$ cat src/idll_pkg.sv
`timescale 1ns / 1ps
`default_nettype none

package idll_pkg;

   // Node ids run from 1 to MAX_NODES, with 0 as the null link.
   localparam int MAX_NODES = 64;
   localparam int ID_W      = 7;
   localparam int ADDR_W    = $clog2(MAX_NODES);
   localparam int REQ_DATA_W = 16;
   localparam int RSP_DATA_W = 8;

   typedef enum logic [1:0] {
      CMD_INS_LEFT  = 2'd0,
      CMD_INS_RIGHT = 2'd1,
      CMD_DELETE    = 2'd2,
      CMD_READ_OUT  = 2'd3
   } cmd_type;

   // Where the link table read address comes from.
   typedef enum logic [1:0] {
      RD_SRC_REF  = 2'd0,
      RD_SRC_HEAD = 2'd1,
      RD_SRC_NEXT = 2'd2
   } rd_src_type;

   typedef struct packed {
      logic       rd_en;
      rd_src_type rd_src;
      logic       wr_ins1;
      logic       wr_ins2;
      logic       wr_del;
      logic       emit;
   } ctrl_cmd_type;

   typedef struct packed {
      logic op_ok;
      logic is_delete;
      logic head_empty;
      logic walk_last;
      logic out_free;
   } dp_status_type;

endpackage

`default_nettype wire

$ cat src/idll_ctrl.sv
`timescale 1ns / 1ps
`default_nettype none

module idll_ctrl (
   input  wire logic                   clock,
   input  wire logic                   reset,
   input  wire logic                   req_accept,
   input  wire idll_pkg::cmd_type      req_cmd,
   input  wire idll_pkg::dp_status_type status,
   output logic                        req_ready,
   output idll_pkg::ctrl_cmd_type      ctrl
);
   import idll_pkg::*;

   typedef enum logic [3:0] {
      ST_IDLE = 4'b0001,
      ST_EXEC = 4'b0010,
      ST_INS2 = 4'b0100,
      ST_WALK = 4'b1000
   } state_type;

   state_type state_ff, state_in;

   assign req_ready = (state_ff == ST_IDLE);

   always_comb begin
      state_in     = state_ff;
      ctrl         = '0;
      ctrl.rd_src  = RD_SRC_REF;
      unique case (state_ff)
         ST_IDLE: begin
            if (req_accept) begin
               if (req_cmd == CMD_READ_OUT) begin
                  if (!status.head_empty) begin
                     ctrl.rd_en  = 1'b1;
                     ctrl.rd_src = RD_SRC_HEAD;
                     state_in    = ST_WALK;
                  end
               end else begin
                  ctrl.rd_en  = 1'b1;
                  ctrl.rd_src = RD_SRC_REF;
                  state_in    = ST_EXEC;
               end
            end
         end
         ST_EXEC: begin
            if (!status.op_ok) begin
               state_in = ST_IDLE;
            end else if (status.is_delete) begin
               ctrl.wr_del = 1'b1;
               state_in    = ST_IDLE;
            end else begin
               ctrl.wr_ins1 = 1'b1;
               state_in     = ST_INS2;
            end
         end
         ST_INS2: begin
            ctrl.wr_ins2 = 1'b1;
            state_in     = ST_IDLE;
         end
         ST_WALK: begin
            if (status.out_free) begin
               ctrl.emit = 1'b1;
               if (status.walk_last) begin
                  state_in = ST_IDLE;
               end else begin
                  ctrl.rd_en  = 1'b1;
                  ctrl.rd_src = RD_SRC_NEXT;
               end
            end
         end
         default: begin
            state_in = ST_IDLE;
         end
      endcase
   end

   always_ff @(posedge clock) begin
      if (reset) begin
         state_ff <= ST_IDLE;
      end else begin
         state_ff <= state_in;
      end
   end

endmodule

`default_nettype wire

$ cat src/idll_dp.sv
`timescale 1ns / 1ps
`default_nettype none

module idll_dp (
   input  wire logic                          clock,
   input  wire logic                          reset,
   input  wire idll_pkg::cmd_type             req_cmd,
   input  wire logic [idll_pkg::ID_W-1:0]     req_ref,
   input  wire idll_pkg::ctrl_cmd_type        ctrl,
   output idll_pkg::dp_status_type            status,
   input  wire logic                          rsp_ready,
   output logic                               rsp_valid,
   output logic [idll_pkg::ID_W-1:0]          rsp_member,
   output logic                               rsp_last
);
   import idll_pkg::*;

   localparam logic [ID_W-1:0] NULL_ID = '0;
   localparam logic [ID_W-1:0] ONE_ID  = ID_W'(1);
   localparam logic [ID_W-1:0] MAX_ID  = ID_W'(MAX_NODES);

   // Link tables, one write and one registered read per cycle each.
   logic [ID_W-1:0] next_mem [MAX_NODES];
   logic [ID_W-1:0] prev_mem [MAX_NODES];

   logic [MAX_NODES-1:0] next_vld_ff, next_vld_in;
   logic [MAX_NODES-1:0] prev_vld_ff, prev_vld_in;
   logic [MAX_NODES-1:0] present_ff, present_in;
   logic [ID_W-1:0]      nq_raw_ff, np_raw_ff;
   logic                 nq_vld_ff, np_vld_ff;
   cmd_type              cmd_ff, cmd_in;
   logic [ID_W-1:0]      ref_ff, ref_in;
   logic [ID_W-1:0]      head_ff, head_in;
   logic [ID_W-1:0]      nid_ff, nid_in;
   logic [ID_W-1:0]      cur_ff, cur_in;
   logic                 out_vld_ff, out_vld_in;
   logic [ID_W-1:0]      out_id_ff, out_id_in;
   logic                 out_last_ff, out_last_in;

   logic [ID_W-1:0]   q_id, p_id, rd_id;
   logic [ADDR_W-1:0] rd_addr;
   logic              nx_we, pv_we;
   logic [ADDR_W-1:0] nx_wa, pv_wa;
   logic [ID_W-1:0]   nx_wd, pv_wd;
   logic              ref_present, is_right;

   function automatic logic [ADDR_W-1:0] id_addr(input logic [ID_W-1:0] id);
      return ADDR_W'(id - ONE_ID);
   endfunction

   // Entries never written read as the null link.
   assign q_id = nq_vld_ff ? nq_raw_ff : NULL_ID;
   assign p_id = np_vld_ff ? np_raw_ff : NULL_ID;

   assign ref_present = (ref_ff != NULL_ID) && (ref_ff <= MAX_ID) &&
                        present_ff[id_addr(ref_ff)];
   assign is_right    = (cmd_ff == CMD_INS_RIGHT);

   assign status.op_ok      = ref_present &&
                              ((cmd_ff == CMD_DELETE) || (nid_ff <= MAX_ID));
   assign status.is_delete  = (cmd_ff == CMD_DELETE);
   assign status.head_empty = (head_ff == NULL_ID);
   assign status.walk_last  = (q_id == NULL_ID);
   assign status.out_free   = !out_vld_ff || rsp_ready;

   always_comb begin
      unique case (ctrl.rd_src)
         RD_SRC_REF:  rd_id = req_ref;
         RD_SRC_HEAD: rd_id = head_ff;
         RD_SRC_NEXT: rd_id = q_id;
         default:     rd_id = req_ref;
      endcase
      rd_addr = id_addr(rd_id);
   end

   always_comb begin
      nx_we      = 1'b0;
      pv_we      = 1'b0;
      nx_wa      = id_addr(nid_ff);
      pv_wa      = id_addr(nid_ff);
      nx_wd      = NULL_ID;
      pv_wd      = NULL_ID;
      head_in    = head_ff;
      nid_in     = nid_ff;
      present_in = present_ff;
      cmd_in     = cmd_ff;
      ref_in     = ref_ff;
      cur_in     = cur_ff;

      if (ctrl.rd_en && (ctrl.rd_src == RD_SRC_REF)) begin
         cmd_in = req_cmd;
         ref_in = req_ref;
      end
      if (ctrl.rd_en && (ctrl.rd_src != RD_SRC_REF)) begin
         cur_in = rd_id;
      end

      if (ctrl.wr_ins1) begin
         // Links of the new node itself.
         nx_we = 1'b1;
         pv_we = 1'b1;
         nx_wd = is_right ? q_id : ref_ff;
         pv_wd = is_right ? ref_ff : p_id;
      end

      if (ctrl.wr_ins2) begin
         if (is_right) begin
            nx_we = 1'b1;
            nx_wa = id_addr(ref_ff);
            nx_wd = nid_ff;
            pv_we = (q_id != NULL_ID);
            pv_wa = id_addr(q_id);
            pv_wd = nid_ff;
         end else begin
            pv_we = 1'b1;
            pv_wa = id_addr(ref_ff);
            pv_wd = nid_ff;
            nx_we = (p_id != NULL_ID);
            nx_wa = id_addr(p_id);
            nx_wd = nid_ff;
            if (p_id == NULL_ID) begin
               head_in = nid_ff;
            end
         end
         present_in[id_addr(nid_ff)] = 1'b1;
         nid_in = nid_ff + ONE_ID;
      end

      if (ctrl.wr_del) begin
         // The victim's own links are left stale; its id is never reused.
         nx_we = (p_id != NULL_ID);
         nx_wa = id_addr(p_id);
         nx_wd = q_id;
         pv_we = (q_id != NULL_ID);
         pv_wa = id_addr(q_id);
         pv_wd = p_id;
         if (p_id == NULL_ID) begin
            head_in = q_id;
         end
         present_in[id_addr(ref_ff)] = 1'b0;
      end
   end

   always_comb begin
      next_vld_in = next_vld_ff;
      prev_vld_in = prev_vld_ff;
      if (nx_we) begin
         next_vld_in[nx_wa] = 1'b1;
      end
      if (pv_we) begin
         prev_vld_in[pv_wa] = 1'b1;
      end
   end

   always_comb begin
      out_id_in   = out_id_ff;
      out_last_in = out_last_ff;
      out_vld_in  = out_vld_ff && !rsp_ready;
      if (ctrl.emit) begin
         out_vld_in  = 1'b1;
         out_id_in   = cur_ff;
         out_last_in = (q_id == NULL_ID);
      end
   end

   always_ff @(posedge clock) begin
      if (nx_we) begin
         next_mem[nx_wa] <= nx_wd;
      end
      if (pv_we) begin
         prev_mem[pv_wa] <= pv_wd;
      end
      if (ctrl.rd_en) begin
         nq_raw_ff <= next_mem[rd_addr];
         np_raw_ff <= prev_mem[rd_addr];
      end
   end

   always_ff @(posedge clock) begin
      if (reset) begin
         next_vld_ff <= '0;
         prev_vld_ff <= '0;
         nq_vld_ff   <= 1'b0;
         np_vld_ff   <= 1'b0;
         present_ff  <= MAX_NODES'(1);
         head_ff     <= ONE_ID;
         nid_ff      <= ID_W'(2);
         out_vld_ff  <= 1'b0;
      end else begin
         next_vld_ff <= next_vld_in;
         prev_vld_ff <= prev_vld_in;
         if (ctrl.rd_en) begin
            nq_vld_ff <= next_vld_ff[rd_addr];
            np_vld_ff <= prev_vld_ff[rd_addr];
         end
         present_ff <= present_in;
         head_ff    <= head_in;
         nid_ff     <= nid_in;
         out_vld_ff <= out_vld_in;
      end
   end

   always_ff @(posedge clock) begin
      cmd_ff      <= cmd_in;
      ref_ff      <= ref_in;
      cur_ff      <= cur_in;
      out_id_ff   <= out_id_in;
      out_last_ff <= out_last_in;
   end

   assign rsp_valid  = out_vld_ff;
   assign rsp_member = out_id_ff;
   assign rsp_last   = out_last_ff;

endmodule

`default_nettype wire

$ cat src/indexed_doubly_linked_list.sv
`timescale 1ns / 1ps
`default_nettype none
// An insert runs the execute and second-write states, a delete or a refused insert only the
// execute state; a read out walks the list, paced by the registered next-link table read.
// Throughput: one command at a time; a read out streams one member per cycle unless stalled.
// Reset (synchronous, active high) restores the one-node list at once: the link table valid
// bits clear in the same cycle, so there is no clearing pass.

module indexed_doubly_linked_list (
   input  wire logic                              clock,
   input  wire logic                              reset,
   input  wire logic                              req_tvalid,
   output logic                                   req_tready,
   // Fields from bit 0 up: cmd [1:0], node_ref [8:2], zero fill [15:9].
   input  wire logic [idll_pkg::REQ_DATA_W-1:0]   req_tdata,
   output logic                                   rsp_tvalid,
   input  wire logic                              rsp_tready,
   // Fields from bit 0 up: member_id [6:0], zero fill [7].
   output logic [idll_pkg::RSP_DATA_W-1:0]        rsp_tdata,
   output logic                                   rsp_tlast
);
   import idll_pkg::*;

   // The controller sequences each command; the datapath owns the link
   // tables, the present mask, the head and id registers and the output
   // register that parts the walk from the result channel.
   cmd_type         req_cmd;
   logic [ID_W-1:0] req_ref;
   logic            req_accept;
   ctrl_cmd_type    ctrl;
   dp_status_type   status;
   logic [ID_W-1:0] rsp_member;

   assign req_cmd    = cmd_type'(req_tdata[1:0]);
   assign req_ref    = req_tdata[ID_W+1:2];
   assign req_accept = req_tvalid && req_tready;

   idll_ctrl u_ctrl (
      .clock      (clock),
      .reset      (reset),
      .req_accept (req_accept),
      .req_cmd    (req_cmd),
      .status     (status),
      .req_ready  (req_tready),
      .ctrl       (ctrl)
   );

   idll_dp u_dp (
      .clock      (clock),
      .reset      (reset),
      .req_cmd    (req_cmd),
      .req_ref    (req_ref),
      .ctrl       (ctrl),
      .status     (status),
      .rsp_ready  (rsp_tready),
      .rsp_valid  (rsp_tvalid),
      .rsp_member (rsp_member),
      .rsp_last   (rsp_tlast)
   );

   // Each transfer on the result channel carries one member id.
   assign rsp_tdata = RSP_DATA_W'(rsp_member);

endmodule

`default_nettype wire
$ cat config.mk
export PLATFORM = sky130hd
export DESIGN_NAME = indexed_doubly_linked_list
export DESIGN_NICKNAME = d
export VERILOG_FILES = /design/src/idll_pkg.sv /design/src/idll_ctrl.sv /design/src/idll_dp.sv /design/src/indexed_doubly_linked_list.sv
export SDC_FILE = /design/constraint.sdc
export NUM_CORES = 2
export LEC_CHECK = 0
export BUFFER_PORTS_ARGS = -buffer_cell sky130_fd_sc_hd__buf_2
export CORE_MARGIN = 2
export CORE_UTILIZATION = 35
export CTS_BUF_LIST = sky130_fd_sc_hd__clkbuf_2 sky130_fd_sc_hd__clkbuf_4 sky130_fd_sc_hd__clkbuf_8
export CTS_CLUSTER_DIAMETER = 40
export DETAILED_ROUTE_END_ITERATION = 12
export GPL_ROUTABILITY_DRIVEN = 1
export REMOVE_ABC_BUFFERS = 1
export SLEW_MARGIN = 20
export SYNTH_ARGS = -nofsm -noshare
export SYNTH_HDL_FRONTEND = slang
export SYNTH_SLANG_ARGS = --single-unit
$ cat constraint.sdc
create_clock -name clock -period 13.1 [get_ports clock]
set_input_delay 1.31 -clock clock [delete_from_list [all_inputs] [get_ports clock]]
set_output_delay 1.31 -clock clock [all_outputs]
set_load 0.005 [all_outputs]
Yosys cells after proc, flatten, opt, wreduce, memory -nomap -nowiden:

Memory sizes are Yosys's and may differ from the RTL's. A register that Yosys moved wholly into a read port is not among the register bits.
Cells that the tools add are included.
W data, S select, Z words.

* register bits after elaboration: 237
* memory bits (writable): 896
* bits of input ports: 20
* output and inout port bits: 11
* word-level logic and storage cells: 148
* memories kept: 2

* $add $sub $neg: 6
* order comparisons: 11
* eq/ne operators: 13
* muxes and demuxes: 73
* bitwise gates (word level): 5
* reductions and logical operators: 24

Memory list
* u_dp.next_mem: depth 64, width 7, read ports 1, clocked after memory_dff 1, wr ports 1, line idll_dp.sv:23 `logic [ID_W-1:0] next_mem [MAX_NODES];`
* u_dp.prev_mem: depth 64, width 7, read ports 1, clocked after memory_dff 1, wr ports 1, line idll_dp.sv:24 `logic [ID_W-1:0] prev_mem [MAX_NODES];`

Operators by type and width (number)
* $or A64 B64 Y64: 3
* $mux W64: 2
* $mux W7: 15
* $and A64 B64 Y64: 1
* $not A64 Y64: 1
* $mux W6: 6
* $lt A6 B7 Y1 const B: 5
* $sub A6 B1 Y6 const B: 5
* $mux W1: 28
* $demux W1 S6: 4
* $ge A6 B1 Y1 const B: 4
* $logic_not A7 Y1: 3
* $mux W3: 7
* $reduce_bool A7 Y1: 3
* $mux W4: 5
* $bmux W1 S6: 3
* $le A7 B7 Y1 const B: 2
* $pmux W7 S2: 1
* $pmux W4 S3: 1
* $logic_and A1 B1 Y1: 11
* $add A7 B1 Y7 const B: 1
* $eq A2 B2 Y1 const B: 3
* $pmux W3 S2: 1
* $eq A2 B1 Y1 const B: 2
* other kinds (12): 15

Longest topological paths before layout:

* word-level depth: 13
* mapped depth: 23

Hierarchy:

A second synthesis with hierarchy kept.

* cells, all modules: 2720
* area total of the unflattened synthesis: 46584.7 µm²

Modules (own cells, without submodules)
* idll_dp: times used 1, cells an instance 2685, area an instance 46318.2 µm²
* idll_ctrl: times used 1, cells an instance 32, area an instance 249.0 µm²
* indexed_doubly_linked_list: times used 1, cells an instance 3, area an instance 17.5 µm²

Least setup slack after synthesis:

No wires, ideal clock.

* path type: input to register
* start point: input rsp_tready
* end point: register u_dp.nq_raw_ff[1], read port of u_dp.next_mem (data pin)
* library setup time: 0.270 ns
* arrival: 6.718 ns
* required time: 12.830 ns
* setup slack: 6.111 ns
* stages: 19
* path through: nand2b_1 -> nor2b_1 -> o21ai_0 -> ha_1 -> a32oi_1 -> o21a_1 -> clkbuf_1 -> buf_1 -> buf_2 -> buf_1 -> ha_1 -> xnor2_1 -> clkbuf_1 -> clkbuf_1 -> buf_1 -> mux2i_1 -> a21oi_1 -> a21oi_1 -> a21oi_1

* word-level cells in the longest chain between the ends: 6
* elaborated cells between the ends (all ways): 7

Ends and longest elaborated chain
* from (decl): line indexed_doubly_linked_list.sv:17 `input wire logic rsp_tready,`
* $logic_or A1 B1 Y1 *: line idll_dp.sv:64 `assign status.out_free = !out_vld_ff || rsp_ready;`
* $mux W3 *: line idll_ctrl.sv:62 `if (status.out_free) begin`
* $pmux W3 S2 *: line idll_ctrl.sv:30 `unique case (state_ff)`
* $eq A2 B2 Y1 or $eq A2 B1 Y1 (tied branches): line idll_dp.sv:67 `unique case (ctrl.rd_src)`
* $pmux W7 S2: line idll_dp.sv:67
* $sub A6 B1 Y6: line idll_dp.sv:48 `return ADDR_W'(id - ONE_ID);`
* to (decl): line idll_dp.sv:29 `logic [ID_W-1:0] nq_raw_ff, np_raw_ff;`

Every way passes the cells marked *; elsewhere a longest branch is shown, timed or not.
A chain may end at the register's enable or synchronous reset.

Worst setup path in the final report:

* start point: register u_ctrl.state_ff[0]
* end point: register u_dp.nq_raw_ff[4], read port of u_dp.next_mem (data pin)

* word-level cells in the longest chain between the ends: 7
* elaborated cells between the ends (all ways): 9

Ends and longest elaborated chain
* from (decl): line idll_ctrl.sv:22 `state_type state_ff, state_in;`
* from (signal assigned): line idll_ctrl.sv:82 `state_ff <= state_in;`
* $eq A4 B1 Y1: line idll_ctrl.sv:24, idll_ctrl.sv:30
* $logic_and A1 B1 Y1: line indexed_doubly_linked_list.sv:36 `assign req_accept = req_tvalid && req_tready;`
* $mux W3: line idll_ctrl.sv:32 `if (req_accept) begin`
* $pmux W3 S2 *: line idll_ctrl.sv:30
* $eq A2 B2 Y1 or $eq A2 B1 Y1 (tied branches): line idll_dp.sv:67
* $pmux W7 S2: line idll_dp.sv:67
* $sub A6 B1 Y6: line idll_dp.sv:48

Marked as above.

==> reports/qor.txt <==
GRT Total Usage -> 15.9%
Final Cycle Share -> 52.5%
Slew Viols, Final -> 0
Synth top area cells -> edfxtp_1 60%, mux4_2 13%, dfxtp_1 9.1%
Final Skew -> 0.0379 ns
Placed Instances -> 4440
Synthesis-to-layout area growth -> 12.5%
Ys async rst share -> 0%
Leak pwr -> 14.9 nW
Worst skew pair latency -> 0.87 ns
RSZ-0062 raised after global routing -> no
DPL Wire Length -> 63.3 mm
Final min period -> 6.88 ns
Clk buf depth -> 3
Clock transition at the registers of the reported paths -> 0.06 ns
Hold Vio Cnt, Final -> 0
Boundary pin count -> 31
Hold_buf cts -> 0
GRT met1 Usage -> 23.5%
WP data required -> 13.67 ns
Max cap viols -> 0
DRT Pass-1 Iters -> 7
Final Power -> 0.00752 W
Seq/Total Area, Yosys -> 69.1%
Root buf cell -> clkbuf_8
Critical path launch point type -> flip-flop
Setup TNS -> 0 ns
Vias in the first global route -> 25456
DRC viols -> 0
Max FO, Critical Path -> 99
Top_reg_cell synth -> edfxtp_1
Hold/Removal Path Class -> flip-flop to flip-flop
Type of the worst setup path -> flip-flop to flip-flop
Synth Register Bits -> 1147
Initial Utilization -> 35.1%
Number of nets still failing antenna checks after routing -> 0
Cell Pwr Density -> 143 nW/µm²
Worst EP arrival -> 7.45 ns
Fmax -> 0.145 GHz
Max-slew headroom -> 25.1%
Post-synth EDFFs -> 934
Final Cell Area -> 52600 µm²
Mapped Cells -> 2792
YS warnings -> 0
DP Worst Slack -> 5.42 ns
Status -> finished clean
Worst-margin pin slew -> 1.12 ns
H-tree Lvls -> 4
Reg-to-Reg Start -> u_ctrl.state_ff[0]
GRT Max-Usage Layer -> met2
Mean Syn Cell Area -> 16.8 µm²
Post-Route WL -> 110 mm
R2R depth -> 14
Post-synth top area share -> 59.9%
Critical path origin -> u_ctrl.state_ff[0]
Placed Area -> 49000 µm²
Die Width -> 370 µm
Post-CTS Setup Bufs -> 0
Crit end category -> flip-flop
WL per Instance -> 23.1 µm
Fin cells -> 4769
TritonCTS clock tree -> built
Post-route setup slack -> 6.22 ns
Layout cells sized above 1 -> 23.5%
R2r endpoint -> u_dp.nq_raw_ff[4]
Initial antenna violation count -> 6
Synth area leader -> edfxtp_1
Post-cts gate resize count -> 0
Vias per inst -> 5.41
Yosys cell types -> 75
Critical Path End -> u_dp.nq_raw_ff[4]
Overflow after GRT -> 0
Sink Count -> 1147
Met2 GRT Util -> 23.6%
Synth Cell Area -> 46800 µm²
Max VDD drop -> 0.0880 mV
Final Net Count -> 2882
Rows -> 134
Grt met3 use -> 3.56%
R2R Setup Slk -> 6.22 ns
Largest net degree at the start of global routing -> 129
I/O Buffers -> 22
Die ar. -> 137000 µm²
Final setup viols -> 0
Core Region -> 133000 µm²
GPL Wtd Cong -> 0.855
First-pass GRT wire length -> 164 mm
Vias -> 25797
Num CTS Buffers -> 177
Die H -> 370 µm
Drt initial violations -> 2406
## flip-flops by register name, indices dropped and copies added, names as in the netlist
| register | count |
|---|---|
| u_ctrl.state_ff | 4 |
| u_dp.cmd_ff | 2 |
| u_dp.cur_ff | 7 |
| u_dp.head_ff | 7 |
| u_dp.next_mem | 448 |
| u_dp.next_vld_ff | 64 |
| u_dp.nid_ff | 7 |
| u_dp.np_raw_ff | 7 |
| u_dp.np_vld_ff | 1 |
| u_dp.nq_raw_ff | 7 |
| u_dp.nq_vld_ff | 1 |
| u_dp.present_ff | 64 |
| u_dp.prev_mem | 448 |
| u_dp.prev_vld_ff | 64 |
| u_dp.ref_ff | 7 |
| u_dp.rsp_last | 1 |
| u_dp.rsp_member | 7 |
| u_dp.rsp_valid | 1 |
## critical path, stage by stage, from the launching register on
cell      delay [ns]
dfxtp_1         0.34
or4b_2          0.73
nor2b_1         0.75
o21ai_0         0.51
ha_1            0.70
o21a_4          0.23
buf_12          0.54
buf_12          0.55
buf_4           0.63
mux4_2          0.58
nor2b_1         0.16
a211oi_1        0.25
a211oi_1        0.12
a21oi_1         0.30
a21oi_1         0.13
## how the worst min path moves through the flow
stage | from | end | cells past startpoint
floorplan | u_dp.cur_ff[0] | u_dp.rsp_member[0] | 0
global placement | u_dp.prev_vld_ff[1] | u_dp.prev_vld_ff[1] | 2
detailed placement | u_dp.cur_ff[2] | u_dp.rsp_member[2] | 0
CTS | u_dp.prev_vld_ff[37] | u_dp.prev_vld_ff[37] | 2
global route | u_dp.next_vld_ff[56] | u_dp.next_vld_ff[56] | 1
finish | u_dp.prev_vld_ff[35] | u_dp.prev_vld_ff[35] | 2
## final cells by class
class                           count  area [µm²]
Fill cell                       12210       80500
Sequential cell                  1147       32300
Multi-Input combinational cell   1431       13800
Clock buffer                      251        3090
Tap cell                         1768        2210
Timing Repair Buffer               76         568
Clock inverter                     73         543
Inverter                           18        70.1
Antenna cell                        5        12.5
## cell usage after synthesis, types with 5 or more instances
library cell,n
nor3b_1,9
mux4_2,264
o22ai_1,11
nor2b_1,65
or3_1,7
nor3_1,18
xor2_1,13
nand2_1,85
a32oi_1,7
inv_1,17
dfxtp_1,213
nand3b_1,8
a221o_1,8
nor4_1,5
clkbuf_1,135
buf_1,42
o31ai_1,24
o22a_1,7
ha_1,11
a21oi_1,149
or2_2,6
o21ai_0,34
a211oi_1,175
buf_6,6
edfxtp_1,934
nand2b_1,11
mux2_2,15
buf_2,12
and2_1,10
and3_1,5
nand3_1,25
xnor2_1,14
o2bb2ai_1,113
mux2i_1,82
nor2_1,183
## metrics by stage
stage | hold WS (ns) | util (%)
detailed placement | 0.415 | 36.8
floorplan | 0.400 | -
CTS | 0.454 | 39.5
global route | 0.469 | 39.5
finish | 0.453 | 39.5
global placement | 0.429 | 36.8
## routing by layer
metal	routed length, µm	part of all wire [%]
met1	50600	46
met2	50100	45
met3	7530	6.8
met4	1950	1.8
met5	26	0.024
## power by group
group	leakage (nW)	switching, W	total, W	internal (W)
Combinational	3.99	0.000348	0.000549	0.000201
Clock	1.94	0.00139	0.00304	0.00165
Sequential	8.99	0.0000183	0.00392	0.00391
Total	14.9	0.00176	0.00752	0.00576
## kinds of logic (layout without fill, tap and decap cells)
kind of cell	after synthesis	count (layout)	share of synthesized area [%]
flops	1147	1147	69.1
compound gates	568	568	8.59
simple gates	462	462	4.83
mux	361	361	14.8
buf+inv	214	418	1.85
xor+xnor	28	28	0.540
fa+ha+maj	11	11	0.294
other cells	1	6	0.00801
## layout by cell type (no fill, tap or decap), types with 22 or more instances in the layout
master     synthesis  routed
edfxtp_1         934     934
mux4_2           264     264
dfxtp_1          213     213
clkbuf_8           0     193
nor2_1           183     183
a211oi_1         175     175
a21oi_1          149     149
o2bb2ai_1        113     113
nand2_1           85      85
mux2i_1           82      82
nor2b_1           65      65
clkbuf_4           0      58
buf_4              1      51
clkinv_1           1      30
o21ai_0           34      26
nand3_1           25      25
o31ai_1           24      24
clkinv_2           0      22
Power figures use the tool's default switching activity.
